### src/design/htc_pkg.sv
`timescale 1ns / 1ps
`default_nettype none
// Shared constants, register indexes and controller/datapath interface types
// for the hysteresis thermostat controller. No dependencies.

package htc_pkg;

   localparam int HISTORY_DEPTH = 5;

   localparam int SLOT_W  = $clog2(HISTORY_DEPTH);
   localparam int COUNT_W = $clog2(HISTORY_DEPTH + 1);

   localparam int TEMP_MIN = -4000;
   localparam int TEMP_MAX = 12500;
   localparam int HUM_MIN  = 0;
   localparam int HUM_MAX  = 10000;

   localparam int TEMP_W = 15;
   localparam int HUM_W  = 14;
   localparam int IN_W   = 16;

   // sums over the whole history, signed for temperature
   localparam int TSUM_W = $clog2(HISTORY_DEPTH * TEMP_MAX + 1) + 1;
   localparam int HSUM_W = $clog2(HISTORY_DEPTH * HUM_MAX + 1);
   localparam int DIV_W  = TSUM_W;
   localparam int DIVCNT_W = $clog2(DIV_W);

   localparam int CSR_INDEX_W = 3;
   localparam int CSR_DATA_W  = 15;

   localparam logic [CSR_INDEX_W-1:0] CSR_TARGET_TEMP      = 3'd0;
   localparam logic [CSR_INDEX_W-1:0] CSR_BAND_WIDTH       = 3'd1;
   localparam logic [CSR_INDEX_W-1:0] CSR_ALARM_LOW_LIMIT  = 3'd2;
   localparam logic [CSR_INDEX_W-1:0] CSR_ALARM_HIGH_LIMIT = 3'd3;
   localparam logic [CSR_INDEX_W-1:0] CSR_COOL_MODE        = 3'd4;

   localparam logic [1:0] ALARM_DISABLED = 2'd0;
   localparam logic [1:0] ALARM_ENABLED  = 2'd1;
   localparam logic [1:0] ALARM_ACTIVE   = 2'd2;

   localparam logic ACTION_SAMPLE = 1'b0;
   localparam logic ACTION_BUTTON = 1'b1;

   localparam int REQ_DATA_W = 32;
   localparam int RSP_DATA_W = 40;

   typedef struct packed {
      logic              latch;
      logic              scan_en;
      logic              scan_first;
      logic [SLOT_W-1:0] scan_idx;
      logic              trim;
      logic              div_step;
      logic              mean;
      logic              finish;
   } ctrl_cmd_type;

   typedef struct packed {
      logic               item_good;
      logic [COUNT_W-1:0] fill_count;
      logic               out_free;
   } ctrl_status_type;

endpackage

`default_nettype wire

### src/design/htc_controller.sv
`timescale 1ns / 1ps
`default_nettype none
// Sequencer for the thermostat: accept, history scan, trim, serial divide,
// mean update and result load. Uses htc_pkg types and constants.

module htc_controller (
   input  wire                           clock,
   input  wire                           reset,
   input  wire                           req_tvalid,
   output logic                          req_tready,
   input  wire htc_pkg::ctrl_status_type status,
   output htc_pkg::ctrl_cmd_type         cmd
);

   typedef enum logic [5:0] {
      ST_IDLE   = 6'b000001,
      ST_SCAN   = 6'b000010,
      ST_TRIM   = 6'b000100,
      ST_DIV    = 6'b001000,
      ST_MEAN   = 6'b010000,
      ST_FINISH = 6'b100000
   } state_type;

   state_type                       state_ff, state_in;
   logic [htc_pkg::SLOT_W-1:0]      scan_idx_ff, scan_idx_in;
   logic [htc_pkg::DIVCNT_W-1:0]    div_cnt_ff, div_cnt_in;
   logic                            accept;
   logic                            scan_last;
   logic                            div_last;

   assign req_tready = (state_ff == ST_IDLE) && !reset;
   assign accept     = req_tvalid && req_tready;
   assign scan_last  = (htc_pkg::COUNT_W'(scan_idx_ff) + 1'b1) == status.fill_count;
   assign div_last   = (div_cnt_ff == htc_pkg::DIVCNT_W'(htc_pkg::DIV_W - 1));

   always_comb begin
      state_in    = state_ff;
      scan_idx_in = scan_idx_ff;
      div_cnt_in  = div_cnt_ff;
      cmd         = '0;
      cmd.scan_idx = scan_idx_ff;
      case (state_ff)
         ST_IDLE: begin
            scan_idx_in = '0;
            if (accept) begin
               cmd.latch = 1'b1;
               state_in  = status.item_good ? ST_SCAN : ST_FINISH;
            end
         end
         ST_SCAN: begin
            cmd.scan_en    = 1'b1;
            cmd.scan_first = (scan_idx_ff == '0);
            if (scan_last) begin
               state_in = ST_TRIM;
            end else begin
               scan_idx_in = scan_idx_ff + 1'b1;
            end
         end
         ST_TRIM: begin
            cmd.trim   = 1'b1;
            div_cnt_in = '0;
            state_in   = ST_DIV;
         end
         ST_DIV: begin
            cmd.div_step = 1'b1;
            div_cnt_in   = div_cnt_ff + 1'b1;
            if (div_last) begin
               state_in = ST_MEAN;
            end
         end
         ST_MEAN: begin
            cmd.mean = 1'b1;
            state_in = ST_FINISH;
         end
         ST_FINISH: begin
            if (status.out_free) begin
               cmd.finish = 1'b1;
               state_in   = ST_IDLE;
            end
         end
         default: begin
            state_in = ST_IDLE;
         end
      endcase
   end

   always_ff @(posedge clock) begin
      if (reset) begin
         state_ff    <= ST_IDLE;
         scan_idx_ff <= '0;
         div_cnt_ff  <= '0;
      end else begin
         state_ff    <= state_in;
         scan_idx_ff <= scan_idx_in;
         div_cnt_ff  <= div_cnt_in;
      end
   end

endmodule

`default_nettype wire

### src/design/htc_datapath.sv
`timescale 1ns / 1ps
`default_nettype none
// Thermostat datapath: config registers, sample history, sum/min/max scan,
// restoring divider, hysteresis and alarm logic, result register. Uses htc_pkg.

module htc_datapath (
   input  wire                                  clock,
   input  wire                                  reset,
   input  wire                                  csr_we,
   input  wire  [htc_pkg::CSR_INDEX_W-1:0]      csr_index,
   input  wire  [htc_pkg::CSR_DATA_W-1:0]       csr_wdata,
   input  wire  [htc_pkg::REQ_DATA_W-1:0]       req_tdata,
   input  wire                                  req_tuser,
   output logic                                 rsp_tvalid,
   input  wire                                  rsp_tready,
   output logic [htc_pkg::RSP_DATA_W-1:0]       rsp_tdata,
   input  wire  htc_pkg::ctrl_cmd_type          cmd,
   output htc_pkg::ctrl_status_type             status
);

   localparam int TW  = htc_pkg::TEMP_W;
   localparam int HW  = htc_pkg::HUM_W;
   localparam int SW  = htc_pkg::TSUM_W;
   localparam int HSW = htc_pkg::HSUM_W;
   localparam int DW  = htc_pkg::DIV_W;
   localparam int CW  = htc_pkg::COUNT_W;
   localparam int PW  = htc_pkg::SLOT_W;
   localparam int CMP_W = TW + 2;

   function automatic logic [CW+DW-1:0] div_step(input logic [CW-1:0] rem,
                                                 input logic [DW-1:0] quo,
                                                 input logic [CW-1:0] dv);
      logic [CW:0] shifted;
      logic [CW:0] diff;
      logic        ge;
      shifted = {rem, quo[DW-1]};
      diff    = shifted - {1'b0, dv};
      ge      = (shifted >= {1'b0, dv});
      div_step = {(ge ? diff[CW-1:0] : shifted[CW-1:0]), quo[DW-2:0], ge};
   endfunction

   // configuration
   logic signed [TW-1:0] target_ff;
   logic        [TW-1:0] band_ff;
   logic signed [TW-1:0] alarm_low_ff;
   logic signed [TW-1:0] alarm_high_ff;
   logic                 cool_ff;

   // history and item
   logic signed [TW-1:0] temp_hist_ff [htc_pkg::HISTORY_DEPTH];
   logic        [HW-1:0] hum_hist_ff  [htc_pkg::HISTORY_DEPTH];
   logic [PW-1:0]        slot_ff;
   logic [CW-1:0]        fill_ff;
   logic                 is_button_ff;
   logic                 good_ff;

   logic signed [htc_pkg::IN_W-1:0] in_temp;
   logic signed [htc_pkg::IN_W-1:0] in_hum;
   logic                            in_range;
   logic                            item_good;

   // scan accumulators
   logic signed [SW-1:0]  tsum_ff;
   logic signed [TW-1:0]  tmin_ff, tmax_ff;
   logic        [HSW-1:0] hsum_ff;
   logic        [HW-1:0]  hmin_ff, hmax_ff;
   logic signed [TW-1:0]  rd_t;
   logic        [HW-1:0]  rd_h;

   // trim and divide
   logic                  trim_on;
   logic signed [SW-1:0]  t_trim;
   logic        [HSW-1:0] h_trim;
   logic        [DW-1:0]  t_mag;
   logic        [CW-1:0]  divisor;
   logic        [CW-1:0]  divisor_ff;
   logic                  t_neg_ff;
   logic        [DW-1:0]  t_quo_ff, h_quo_ff;
   logic        [CW-1:0]  t_rem_ff, h_rem_ff;
   logic        [CW+DW-1:0] t_next, h_next;

   // control state
   logic signed [TW-1:0] mean_temp_ff;
   logic        [HW-1:0] mean_hum_ff;
   logic drive_req_ff, drive_req_in;
   logic drive_lvl_ff, drive_lvl_in;
   logic alarm_en_ff, alarm_en_in;
   logic alarm_act_ff, alarm_act_in;
   logic buzzer_ff, buzzer_in;
   logic bad_ff, bad_in;

   logic signed [CMP_W-1:0] mt;
   logic signed [CMP_W-1:0] tgt;
   logic signed [CMP_W-1:0] band;
   logic                    alarm_out;
   logic [1:0]              alarm_code;

   logic                          rsp_valid_ff, rsp_valid_in;
   logic [htc_pkg::RSP_DATA_W-1:0] rsp_data_ff;

   // ---------------- item check ----------------
   assign in_temp  = signed'(req_tdata[15:0]);
   assign in_hum   = signed'(req_tdata[31:16]);
   assign in_range = (in_temp >= htc_pkg::TEMP_MIN) && (in_temp <= htc_pkg::TEMP_MAX) &&
                     (in_hum >= htc_pkg::HUM_MIN) && (in_hum <= htc_pkg::HUM_MAX);
   assign item_good = (req_tuser == htc_pkg::ACTION_SAMPLE) && in_range;

   // item_good, fill_count, out_free
   assign status = {item_good, fill_ff, (!rsp_valid_ff || rsp_tready)};

   // ---------------- config ----------------
   always_ff @(posedge clock) begin
      if (reset) begin
         target_ff     <= TW'(2000);
         band_ff       <= TW'(50);
         alarm_low_ff  <= TW'(1000);
         alarm_high_ff <= TW'(3000);
         cool_ff       <= 1'b0;
      end else if (csr_we) begin
         case (csr_index)
            htc_pkg::CSR_TARGET_TEMP:      target_ff     <= signed'(csr_wdata);
            htc_pkg::CSR_BAND_WIDTH:       band_ff       <= csr_wdata;
            htc_pkg::CSR_ALARM_LOW_LIMIT:  alarm_low_ff  <= signed'(csr_wdata);
            htc_pkg::CSR_ALARM_HIGH_LIMIT: alarm_high_ff <= signed'(csr_wdata);
            htc_pkg::CSR_COOL_MODE:        cool_ff       <= csr_wdata[0];
            default: ;
         endcase
      end
   end

   // ---------------- history write ----------------
   always_ff @(posedge clock) begin
      if (cmd.latch && item_good) begin
         temp_hist_ff[slot_ff] <= in_temp[TW-1:0];
         hum_hist_ff[slot_ff]  <= in_hum[HW-1:0];
      end
   end

   always_ff @(posedge clock) begin
      if (reset) begin
         slot_ff <= '0;
         fill_ff <= '0;
      end else if (cmd.latch && item_good) begin
         slot_ff <= (slot_ff == PW'(htc_pkg::HISTORY_DEPTH - 1)) ? '0 : slot_ff + 1'b1;
         if (fill_ff < CW'(htc_pkg::HISTORY_DEPTH)) begin
            fill_ff <= fill_ff + 1'b1;
         end
      end
   end

   always_ff @(posedge clock) begin
      if (cmd.latch) begin
         is_button_ff <= (req_tuser == htc_pkg::ACTION_BUTTON);
         good_ff      <= item_good;
      end
   end

   // ---------------- scan ----------------
   assign rd_t = temp_hist_ff[cmd.scan_idx];
   assign rd_h = hum_hist_ff[cmd.scan_idx];

   always_ff @(posedge clock) begin
      if (cmd.scan_en) begin
         if (cmd.scan_first) begin
            tsum_ff <= SW'(rd_t);
            tmin_ff <= rd_t;
            tmax_ff <= rd_t;
            hsum_ff <= HSW'(rd_h);
            hmin_ff <= rd_h;
            hmax_ff <= rd_h;
         end else begin
            tsum_ff <= tsum_ff + SW'(rd_t);
            hsum_ff <= hsum_ff + HSW'(rd_h);
            if (rd_t < tmin_ff) tmin_ff <= rd_t;
            if (rd_t > tmax_ff) tmax_ff <= rd_t;
            if (rd_h < hmin_ff) hmin_ff <= rd_h;
            if (rd_h > hmax_ff) hmax_ff <= rd_h;
         end
      end
   end

   // ---------------- trim and divide ----------------
   assign trim_on = (fill_ff > CW'(2));
   assign t_trim  = trim_on ? (tsum_ff - SW'(tmin_ff) - SW'(tmax_ff)) : tsum_ff;
   assign h_trim  = trim_on ? (hsum_ff - HSW'(hmin_ff) - HSW'(hmax_ff)) : hsum_ff;
   assign t_mag   = t_trim[SW-1] ? DW'(-t_trim) : DW'(t_trim);
   assign divisor = trim_on ? (fill_ff - CW'(2)) : fill_ff;
   assign t_next  = div_step(t_rem_ff, t_quo_ff, divisor_ff);
   assign h_next  = div_step(h_rem_ff, h_quo_ff, divisor_ff);

   always_ff @(posedge clock) begin
      if (cmd.trim) begin
         t_quo_ff   <= t_mag;
         h_quo_ff   <= DW'(h_trim);
         t_rem_ff   <= '0;
         h_rem_ff   <= '0;
         t_neg_ff   <= t_trim[SW-1];
         divisor_ff <= divisor;
      end else if (cmd.div_step) begin
         {t_rem_ff, t_quo_ff} <= t_next;
         {h_rem_ff, h_quo_ff} <= h_next;
      end
   end

   always_ff @(posedge clock) begin
      if (reset) begin
         mean_temp_ff <= '0;
         mean_hum_ff  <= '0;
      end else if (cmd.mean) begin
         mean_temp_ff <= t_neg_ff ? -signed'(t_quo_ff[TW-1:0]) : signed'(t_quo_ff[TW-1:0]);
         mean_hum_ff  <= h_quo_ff[HW-1:0];
      end
   end

   // ---------------- control and alarm ----------------
   assign mt   = CMP_W'(mean_temp_ff);
   assign tgt  = CMP_W'(target_ff);
   assign band = signed'(CMP_W'(band_ff));
   assign alarm_out = (mean_temp_ff > alarm_high_ff) || (mean_temp_ff < alarm_low_ff);

   always_comb begin
      drive_req_in = drive_req_ff;
      drive_lvl_in = drive_lvl_ff;
      alarm_en_in  = alarm_en_ff;
      alarm_act_in = alarm_act_ff;
      buzzer_in    = buzzer_ff;
      bad_in       = bad_ff;
      if (is_button_ff) begin
         if (alarm_en_ff) begin
            alarm_en_in  = 1'b0;
            alarm_act_in = 1'b0;
         end else begin
            alarm_en_in = 1'b1;
         end
         buzzer_in = 1'b0;
      end else if (!good_ff) begin
         bad_in       = 1'b1;
         drive_lvl_in = 1'b0;
         if (alarm_en_ff) begin
            alarm_act_in = 1'b1;
            buzzer_in    = 1'b1;
         end
      end else begin
         bad_in = 1'b0;
         if (drive_req_ff) begin
            if (cool_ff ? (mt <= tgt) : (mt >= tgt)) begin
               drive_req_in = 1'b0;
               drive_lvl_in = 1'b0;
            end
         end else if (cool_ff ? (mt > tgt + band) : (mt < tgt - band)) begin
            drive_req_in = 1'b1;
            drive_lvl_in = 1'b1;
         end
         if (alarm_en_ff) begin
            alarm_act_in = alarm_out;
            buzzer_in    = alarm_out;
         end
      end
   end

   assign alarm_code = alarm_act_in ? htc_pkg::ALARM_ACTIVE :
                       (alarm_en_in ? htc_pkg::ALARM_ENABLED : htc_pkg::ALARM_DISABLED);

   always_ff @(posedge clock) begin
      if (reset) begin
         drive_req_ff <= 1'b0;
         drive_lvl_ff <= 1'b0;
         alarm_en_ff  <= 1'b1;
         alarm_act_ff <= 1'b0;
         buzzer_ff    <= 1'b0;
         bad_ff       <= 1'b0;
      end else if (cmd.finish) begin
         drive_req_ff <= drive_req_in;
         drive_lvl_ff <= drive_lvl_in;
         alarm_en_ff  <= alarm_en_in;
         alarm_act_ff <= alarm_act_in;
         buzzer_ff    <= buzzer_in;
         bad_ff       <= bad_in;
      end
   end

   // ---------------- result register ----------------
   assign rsp_valid_in = cmd.finish ? 1'b1 : (rsp_tready ? 1'b0 : rsp_valid_ff);

   always_ff @(posedge clock) begin
      if (reset) begin
         rsp_valid_ff <= 1'b0;
      end else begin
         rsp_valid_ff <= rsp_valid_in;
      end
   end

   always_ff @(posedge clock) begin
      if (cmd.finish) begin
         rsp_data_ff <= {6'd0, mean_hum_ff, mean_temp_ff, bad_in, alarm_code,
                         buzzer_in, drive_lvl_in};
      end
   end

   assign rsp_tvalid = rsp_valid_ff;
   assign rsp_tdata  = rsp_data_ff;

endmodule

`default_nettype wire

### src/design/hysteresis_thermostat_controller.sv
`timescale 1ns / 1ps
`default_nettype none
// Hysteresis thermostat controller: on-off heat/cool drive with alarm.
// Input stream (req_): one item per transfer, either a sensor sample or a
// button press (req_tuser). Every accepted item yields exactly one result
// transfer on rsp_ with the drive, buzzer, alarm and held mean values.
// Configuration: csr_we/csr_index/csr_wdata, written while the block is idle.
// Order of work for an in-range sample: the history scan over the entries
// held (1 to 5), the trim, the one-bit-per-cycle restoring divider, the
// mean update and the result load; a button press or an out-of-range
// sample goes straight from acceptance to the result load.
// One item is in flight at a time.
// The result sits in an output register; a new item is accepted while it
// waits, and the next result is held back until rsp_tready takes the
// previous one.
// Reset (synchronous, active high) restores default registers, empties the
// history, enables the alarm and clears drive, buzzer and held means.

module hysteresis_thermostat_controller (
   input  wire                                clock,
   input  wire                                reset,
   input  wire                                csr_we,
   input  wire  [htc_pkg::CSR_INDEX_W-1:0]    csr_index,
   input  wire  [htc_pkg::CSR_DATA_W-1:0]     csr_wdata,
   input  wire                                req_tvalid,
   output logic                               req_tready,
   // [15:0] sample_temp, [31:16] sample_humidity
   input  wire  [htc_pkg::REQ_DATA_W-1:0]     req_tdata,
   // [0] action
   input  wire                                req_tuser,
   output logic                               rsp_tvalid,
   input  wire                                rsp_tready,
   // [0] drive_on, [1] buzzer_on, [3:2] alarm_status, [4] sample_bad,
   // [19:5] mean_temp, [33:20] mean_humidity, [39:34] zero
   output logic [htc_pkg::RSP_DATA_W-1:0]     rsp_tdata
);

   htc_pkg::ctrl_cmd_type    ctrl_cmd;
   htc_pkg::ctrl_status_type ctrl_status;

   htc_controller u_controller (
      .clock      (clock),
      .reset      (reset),
      .req_tvalid (req_tvalid),
      .req_tready (req_tready),
      .status     (ctrl_status),
      .cmd        (ctrl_cmd)
   );

   htc_datapath u_datapath (
      .clock      (clock),
      .reset      (reset),
      .csr_we     (csr_we),
      .csr_index  (csr_index),
      .csr_wdata  (csr_wdata),
      .req_tdata  (req_tdata),
      .req_tuser  (req_tuser),
      .rsp_tvalid (rsp_tvalid),
      .rsp_tready (rsp_tready),
      .rsp_tdata  (rsp_tdata),
      .cmd        (ctrl_cmd),
      .status     (ctrl_status)
   );

   a_one_in_flight: assert property (@(posedge clock) disable iff (reset)
      req_tvalid && req_tready |=> !req_tready)
      else $error("input accepted while an item is in flight");

   a_finish_free: assert property (@(posedge clock) disable iff (reset)
      ctrl_cmd.finish |-> ctrl_status.out_free)
      else $error("result loaded over an untaken result");

   a_status_code: assert property (@(posedge clock) disable iff (reset)
      rsp_tvalid |-> rsp_tdata[3:2] != 2'd3)
      else $error("illegal alarm status code");

   a_buzzer_alarm: assert property (@(posedge clock) disable iff (reset)
      rsp_tvalid && rsp_tdata[1] |-> rsp_tdata[3:2] == htc_pkg::ALARM_ACTIVE)
      else $error("buzzer on without an active alarm");

endmodule

`default_nettype wire
### config.mk
export PLATFORM = sky130hd
export DESIGN_NAME = hysteresis_thermostat_controller
export DESIGN_NICKNAME = d
export VERILOG_FILES = /design/src/design/htc_pkg.sv /design/src/design/htc_controller.sv /design/src/design/htc_datapath.sv /design/src/design/hysteresis_thermostat_controller.sv
export SDC_FILE = /design/constraint.sdc
export NUM_CORES = 1
export LEC_CHECK = 0
export ABC_AREA = 1
export BUFFER_PORTS_ARGS = -buffer_cell sky130_fd_sc_hd__buf_2
export CAP_MARGIN = 0
export CORE_MARGIN = 3
export CORE_UTILIZATION = 37
export DETAILED_ROUTE_END_ITERATION = 8
export SLEW_MARGIN = 10
export SYNTH_ARGS = -nofsm -noshare
export SYNTH_HDL_FRONTEND = slang
export SYNTH_SLANG_ARGS = --single-unit
### constraint.sdc
create_clock -name clock -period 4.1 [get_ports clock]
set_clock_uncertainty 0.15 [all_clocks]
set_input_delay 0.41 -clock clock [delete_from_list [all_inputs] [get_ports clock]]
set_output_delay 0.41 -clock clock [all_outputs]
set_load 0.02 [all_outputs]
# After elaboration in Yosys (flattened, before gate mapping)
# Memories as Yosys holds them, arrays and structs flattened. A register that Yosys moved wholly into a read port is not among the register bits.
# Cells that the tools add are included.
[word_totals]
regBits = 288
ramBits = 145
input_bits = 56
out_inout_bits = 42
word_cells = 199
n_memories = 2
[mem_list]
columns = ["memory", "words", "word_bits", "rd", "rd_ports_with_merged_regs", "wr", "line", "text"]
rows = [
  ["u_datapath.temp_hist_ff", 5, 15, 1, 1, 1, "htc_datapath.sv:50", "logic signed [TW-1:0] temp_hist_ff [htc_pkg::HISTORY_DEPTH];"],
  ["u_datapath.hum_hist_ff", 5, 14, 1, 1, 1, "htc_datapath.sv:51", "logic [HW-1:0] hum_hist_ff [htc_pkg::HISTORY_DEPTH];"],
]
[op_classes]
addsub = 17
magnitude_cmp = 18
n_eq_ne = 18
muxes = 71
n_bitwise = 2
n_reduce_logical = 34
[ops]
columns = ["cell", "count"]
rows = [
  ["$mux W17", 5],
  ["$mux W15", 5],
  ["$mux W14", 5],
  ["$mux W16", 3],
  ["$pmux W6 S6", 1],
  ["$mux W1", 35],
  ["$sub A17 B15 Y17", 2],
  ["$le A16 B15 Y1 const B", 2],
  ["$sub A16 B14 Y16", 2],
  ["$gt A15 B15 Y1", 2],
  ["$lt A15 B15 Y1", 2],
  ["$mux W6", 5],
  ["$mux W3", 9],
  ["$reduce_and A2 Y1", 11],
  ["$add A15 B16 Y17", 1],
  ["$add A17 B15 Y17", 1],
  ["$gt A15 B17 Y1", 1],
  ["$lt A15 B17 Y1", 1],
  ["$neg A17 Y17", 1],
  ["$sub A15 B16 Y17", 1],
  ["$add A16 B14 Y16", 1],
  ["$ge A16 B1 Y1 const B", 1],
  ["$ge A16 B13 Y1 const B", 1],
  ["$reduce_bool A2 Y1", 8],
  ["other kinds (35)", 54],
]

# Longest topological paths before layout
# Gate-level depths: netlist of run 1.
[depth]
depth_word = 8
ltp_mapped = 31
depth_no_buf = 30

# By module
# A second synthesis of run 1 with hierarchy kept.
[hier_totals]
hier_cells = 2940
hier_area_um2 = 26073.8
[modules_own_cells]
columns = ["module", "n_inst", "cells_per_inst", "area_each_um2", "seq_area_each_um2"]
rows = [
  ["htc_datapath", 1, 2804, 25167.9, 11481.0],
  ["htc_controller", 1, 136, 905.9, 280.3],
]

# Least setup slack after synthesis of run 1
# No wires, ideal clock.
[synth_path]
path_type = "input-to-reg"
start = "input req_tdata[11] (netlist bit)"
end = "memory u_datapath.hum_hist_ff[1][0] (netlist bit) (enable)"
setup_time_ns = 0.451
t_arrival_ns = 3.572
required_ns = 3.499
path_slack_ns = -0.074
cell_stages = 10
path_buffers = 0
cell_sequence = "or2_2 > nor2_1 > nand2_1 > a21oi_1 > nor2_1 > nor2_1 > nand2_1 > inv_1 > nand2_1 > nor3_1"
[synth_rtl]
columns = ["item", "line", "text"]
rows = [
  ["start: declaration", "hysteresis_thermostat_controller.sv:28", "input wire [htc_pkg::REQ_DATA_W-1:0] req_tdata,"],
  ["end: declaration", "htc_datapath.sv:51", ""],
]

# Worst setup path in the final report of run 1
[layout_path]
start = "register u_datapath.target_ff[0]"
end = "register u_datapath.drive_lvl_ff"
[layout_between]
elab_chain_cells = 7
elab_cells_between_ends = 13
classes_between = "add/sub (2); order compare (4); mux (7)"
[layout_lines]
columns = ["item", "line", "text"]
rows = [
  ["start: declaration", "htc_datapath.sv:43", "logic signed [TW-1:0] target_ff;"],
  ["start signal: assignment", "htc_datapath.sv:121", "htc_pkg::CSR_TARGET_TEMP: target_ff <= signed'(csr_wdata);"],
  ["$sub A15 B16 Y17 / $add A15 B16 Y17 (equally long branches)", "htc_datapath.sv:250", "end else if (cool_ff ? (mt > tgt + band) : (mt < tgt - band)) begin"],
  ["$lt A15 B17 Y1 / $gt A15 B17 Y1 (equally long branches)", "htc_datapath.sv:250", ""],
  ["$mux W1 (2 in a row)", "htc_datapath.sv:250", ""],
  ["$mux W1 *", "htc_datapath.sv:245", "if (drive_req_ff) begin"],
  ["$mux W1 *", "htc_datapath.sv:236", "end else if (!good_ff) begin"],
  ["$mux W1 *", "htc_datapath.sv:228", "if (is_button_ff) begin"],
  ["end signal: assignment", "htc_datapath.sv:274", "drive_lvl_ff <= drive_lvl_in;"],
  ["end: declaration", "htc_datapath.sv:86", "logic drive_lvl_ff, drive_lvl_in;"],
]
# Every way passes the cells marked *; elsewhere a longest branch is shown, timed or not.
# A chain may end at the register's enable or synchronous reset.

==> results of run 1 <==
[flip-flops by register name, indices dropped and copies added, names as in the netlist, 16 cells and up, named ones only]
register and flops:
u_datapath.hum_hist_ff 70, u_datapath.rsp_tdata 34, u_datapath.tsum_ff 17, u_datapath.temp_hist_ff 75
u_datapath.h_quo_ff 17, u_datapath.t_quo_ff 17, u_datapath.hsum_ff 16
[power by group]
part	leakage, nW	switching, mW	internal, mW	total [mW]
combinational	8.39	1.20	0.671	1.87
clock	0.822	1.91	2.71	4.62
sequential	3.82	0.0404	4.85	4.89
[worst paths after layout]
kind / start / endpoint / slack [ns] / cells after the start
worst max-delay path: u_datapath.target_ff[0] / u_datapath.drive_lvl_ff / 0.35 / 24
worst min-delay path: rsp_tready / u_datapath.rsp_tvalid / 0.03 / 4
worst max register to register: u_datapath.target_ff[0] / u_datapath.drive_lvl_ff / 0.35 / 24
worst min register to register: u_datapath.mean_hum_ff[11] / u_datapath.rsp_tdata[31] / 0.28 / 0
[placed cells by master (no fill, tap or decap), types with 36 or more instances in the layout]
cell and instances:
nand2_1 517, nor2_1 289, a21oi_1 231, ha_1 245
clkbuf_16 51, dlygate4sd3_1 44, buf_4 49, o21ai_0 254
buf_2 91, xor2_1 60, inv_1 355, dfxtp_1 126
fa_1 36, edfxtp_1 309, nand3_1 99
[through the flow]
step / TNS (ns) / hold slack [ns]
3_5_place_dp: 0 / 0.264
4_1_cts: 0 / 0.0144
2_1_floorplan: -8.51 / 0.258
3_3_place_gp: 0 / 0.269
5_1_grt: -0.00860 / 0.0491
6_report: 0 / 0.0343
[per-layer routing]
metal  vias to the layer above  share of wire [%]  GRT usage (%)
met5                         -                  0              0
met4                         0                2.0           4.02
met3                        76                3.6           2.17
met2                       314                 47           29.9
met1                      9253                 47           22.8
li1                      10300                  -              -
[cells in the mapped netlist, drive strengths merged (2+ instances only)]
cell type  instances  area [um^2]
ha               246         3080
a41oi              3         26.3
o2111ai            3         26.3
nand3b            14          105
a21o               9         67.6
o211ai            32          240
o21a               6         45.0
inv              375         1410
nand3            103          536
o21ai            278         1410
clkinv             2         7.51
edfxtp           309         9280
o211a              2         20.0
o221ai             7         61.3
a21oi            234         1170
and2               3         18.8
o22ai             14         87.6
nor2             297         1150
nor3              39          216
or2               16          100
clkbuf            62          233
buf               22          143
xor2              60          526
a21boi             3         22.5
o31ai              9         67.6
nand4             28          175
a31oi             27          169
o21bai             2         15.0
nand2            531         2060
dfxtp            127         2540
nor4               9         98.8
a211oi             6         45.0
fa                36          721
xnor2             17          149
[worst max-delay path, cell delays in order (launching register included)]
cell and delay (ns):
dfxtp_1 0.36, ha_1 0.15, inv_1 0.07, fa_1 0.41
nor2_1 0.12, o21ai_0 0.09, nand2_1 0.15, nand4_1 0.10
o211ai_1 0.16, nand3_1 0.11, nand2_1 0.13, a21oi_1 0.09
xor2_1 0.15, ha_1 0.35, nand2_1 0.10, nor3_1 0.24
nand4_1 0.14, nand3_1 0.11, nand2_1 0.05, nand3_1 0.07
nand2_1 0.07, nand4_1 0.09, nand3_1 0.08, nand2_1 0.08
inv_1 0.04
[repair_timing]
item                       CTS  global route
resized for setup            0             7
setup endpoints to repair    0             4
hold buffers                44             0
hold endpoints to repair   181             0
[cells by family after synthesis]
group	after synthesis
simple gates	1042
compound gates	641
buf+inv	461
flops	436
fa+ha+maj	282
xor+xnor	77
other cells	1
mux	1
[layout make-up]
class | instances | area, um^2 | area share, %
sequential | 436 | 11800 | 39.5
multi-input combinational | 2049 | 12600 | 41.9
clock buffer | 59 | 1330 | 4.43
timing repair buffer | 185 | 1280 | 4.28
inverter | 377 | 1420 | 4.73
tap | 931 | 1160 | 3.89
clock inverter | 33 | 382 | 1.27
==> impl_metrics.toml, run 1 <==
[status]
status = "complete, no violations"

[floorplan]
die_w_um = 272
fp-row-count = 96
io_pins = 98
coreArea_mm2 = 0.0692
dieArea_mm2 = 0.0738
fp.dieH_um = 272
initial_core_util_pct = 37.7

[synth]
yosys_warnings = 0
synthDistinctLibCells = 66
syn_inst = 2941
synth_adder_area_share_pct = 14.6
synth_compound_area_share_pct = 13.5
synth.avg_cell_area_um2 = 8.88
synth_top_family_by_area = "simple AND/OR/NAND/NOR gates"
synth.area.mux_share_pct = 0.0431
synth_edf_count = 309
synth-simple-area-share_pct = 17.1
synth-seq-cells = 436
async_flop_share_pct = 0
synthXorXnorAreaFrac_pct = 2.58
synth_area_mm2 = 0.0261
ys.flop_type = "edfxtp_1"
synth_seq_area_share_pct = 45.3

[power]
leakagePower_nw = 13.0
ir_worst_vdd_uv = 359
power_density_mw_per_mm2 = 380
p_total_mw = 11.4

[finish]
drive_gt1_share_pct = 9.49
final_cells = 4070
area_delta_synth_final_pct = 14.8
final_nets = 3436
fillers = 6815
final_core_utilization_pct = 43.3
fin_area_mm2 = 0.0300
diodes = 0

[routing]
drc_errors = 0
vias = 20000
viasPerCell = 4.91
first_iter_violations = 1298
ant_nets = 0
routed_wl_mm = 64.1
first_pass_iters = 7
wl_per_cell_um = 15.8

[global_routing]
antenna_found_initial = 0
grtUsageTotal_pct = 17.2
grt_max_degree = 42
grt_first_pass_wirelength_mm = 103
grt-ovfl-total = 0
grt_pass1_vias = 19500

[clock_tree]
cts_sinks = 436
cts_htree_levels = 2
cts_tree = "yes"
post_cts_buffers = 0
clk_latency_ns = 0.60
clockRootBuffer = "clkbuf_16"
cts_made_buffers = 49
clkTransAtPathRegs_ns = 0.06
clock_path_buffers = 3

[timing]
drv_slew = 0
fmax_mhz = 267
worstMarginPinSlew_ns = 0.888
final-setup-viol-count = 0
fin_crit_sh_pct = 91.5
hold_viol = 0
finalCriticalPeriod_ns = 3.75
slew_headroom_pct = 40.5
fin_ws_ns = 0.348

[placement]
post-dp-hpwl_mm = 47.1
placed_cells = 3934
place_congestion = 0.887
numPortBuffers = 91
post-place-ws_ns = 0.241
placed_cell_area_mm2 = 0.0278

[worst_setup_path]
cp-start-kind = "flop"
worst-setup-path-type = "reg -> reg"
end_kind = "flop"
crit_fanout = 4
arrival_ns = 4.10
crit_required_ns = 4.45

[min_path]
hold_class = "in -> reg"

[job]
drv_cap = 0
Power figures use the tool's default switching activity.
==> run 2: changes to the inputs <==
GPL_ROUTABILITY_DRIVEN = 0   (was unset)
GPL_TIMING_DRIVEN = 0   (was unset)
REMOVE_ABC_BUFFERS = 1   (was unset)
==> run 2 against run 1 <==
Effect of this change:
- combinational power decreased by 3%
- via count about the same
- register-to-register slack got worse by 0.05 ns
- final area increased by 0.35%
- clock power decreased by 5.2%
- utilization increased by 0.15 points
- worst hold slack improved by 0.017 ns
- die area unchanged
- critical endpoint is now u_datapath.hum_hist_ff[1][10]
- largest cell class unchanged
- largest power group unchanged
==> impl_metrics.toml, run 2 (synthesized netlist as in run 1, its figures left out) <==
[floorplan]
coreArea_mm2 = 0.0692
die_w_um = 272
initial_core_util_pct = 37.7
io_pins = 98
dieArea_mm2 = 0.0738
fp.dieH_um = 272
fp-row-count = 96

[global_routing]
grtUsageMet1_pct = 22.0
grt_first_pass_wirelength_mm = 99.8
grt_max_degree = 59
grt_pass1_vias = 19100
busiest_layer = "met2"
grt-ovfl-total = 0
globalRouteMet2Util_pct = 29.0
gr-usage-met3_pct = 2.06
antenna_found_initial = 0
grtUsageTotal_pct = 16.6

[clock_tree]
clk_latency_ns = 0.61
clkTransAtPathRegs_ns = 0.06
clock_path_buffers = 3
clockRootBuffer = "clkbuf_16"
cts_made_buffers = 49
cts_tree = "yes"
cts_htree_levels = 2
cts_sinks = 436

[routing]
wl_per_cell_um = 15.4
routed_wl_mm = 62.6
first_iter_violations = 1356
vias = 20000
viasPerCell = 4.92
drc_errors = 0
ant_nets = 0
first_pass_iters = 5

[worst_setup_path]
cp-start-kind = "input pin"
worst-setup-path-type = "in -> reg"
crit_required_ns = 4.27
arrival_ns = 4.04
crit_fanout = 9
end_kind = "flop"

[power]
power_density_mw_per_mm2 = 370
p_total_mw = 11.1
ir_worst_vdd_uv = 370
leakagePower_nw = 13.0

[timing]
hold_viol = 0
slew_headroom_pct = 30.7
finalCriticalPeriod_ns = 3.87
fin_crit_sh_pct = 94.4
final-setup-viol-count = 0
drv_slew = 0
fmax_mhz = 258
worstMarginPinSlew_ns = 1.04

[finish]
final_core_utilization_pct = 43.5
layout_common_cells = "nand2_1, inv_1, edfxtp_1, nor2_1, o21ai_0"
diodes = 0
top_register = "u_datapath.temp_hist_ff"
drive_gt1_share_pct = 10.0
final_common_cell = "nand2_1"
largest_register_ff_count = 75
final_nets = 3427
area_delta_synth_final_pct = 15.2

[min_path]
hold_class = "in -> reg"

[status]
status = "complete, no violations"

[job]
drv_cap = 0

[placement]
numPortBuffers = 91
post-dp-hpwl_mm = 46.0
## run 2: final cells by class
class	instances	area (um^2)
timing repair buffer	175	1350
sequential	436	11800
fill	6837	39100
tap	931	1160
clock inverter	32	274
multi-input combinational	2049	12700
timing repair inverter	1	7.51
clock buffer	59	1330
inverter	377	1430
## run 2: worst paths after layout
path                                    to  slack [ns]  depth (start not counted)                 startpoint
max reg2reg        u_datapath.rsp_tdata[0]        0.30                         28      u_datapath.band_ff[2]
max          u_datapath.hum_hist_ff[1][10]        0.23                         15              req_tdata[16]
min reg2reg       u_datapath.rsp_tdata[24]        0.28                          0  u_datapath.mean_hum_ff[4]
min                     u_datapath.cool_ff        0.05                          3                     csr_we
## run 2: what timing repair did
item / in CTS / in global routing
gates resized for setup: 20 / 21
pin swaps: 0 / 12
endpoints found under the setup margin: 81 / 73
cloned: 1 / 0
hold endpoints to repair: 179 / 0
buffers inserted: 3 / 13
hold buffers: 43 / 0
## run 2: power by group
group	switching, mW	leakage, nW	internal (mW)
registers	0.0629	3.82	4.85
logic	1.17	8.39	0.650
clock network	1.87	0.765	2.51
total	3.10	13.0	8.01
## run 2: worst max-delay path, stage by stage
cell           delay [ns]
dlygate4sd3_1        0.53
buf_2                0.15
nor4_1               0.35
o21ai_0              0.16
nand4_1              0.10
nand2_1              0.06
nand2_1              0.13
nand2_1              0.06
nor2_1               0.41
nand2_1              0.26
inv_1                0.13
nand2_1              0.11
nor3_2               0.67
buf_4                0.34
buf_6                0.16
## run 2: through the flow
stage | hold slack (ns) | setup slack, ns | cell area [um^2] | std cells | setup TNS, ns
finish | 0.0514 | 0.231 | 30100 | 4060 | 0
global route | 0.0582 | -0.00925 | 30100 | 4060 | -0.0163
CTS | 0.0208 | 0.00719 | 29900 | 4047 | 0
detailed placement | 0.264 | -1.04 | 27700 | 3909 | -48.20
global placement | 0.264 | -2.97 | 27400 | 3884 | -608.29
floorplan | 0.258 | -0.336 | 25700 | 2862 | -16.94
## run 2: metal layers
metal / vias to the layer above / share of wire [%]
met5: - / 0
met4: 0 / 2.0
met3: 83 / 3.5
met2: 316 / 48
met1: 9268 / 47
li1: 10300 / -
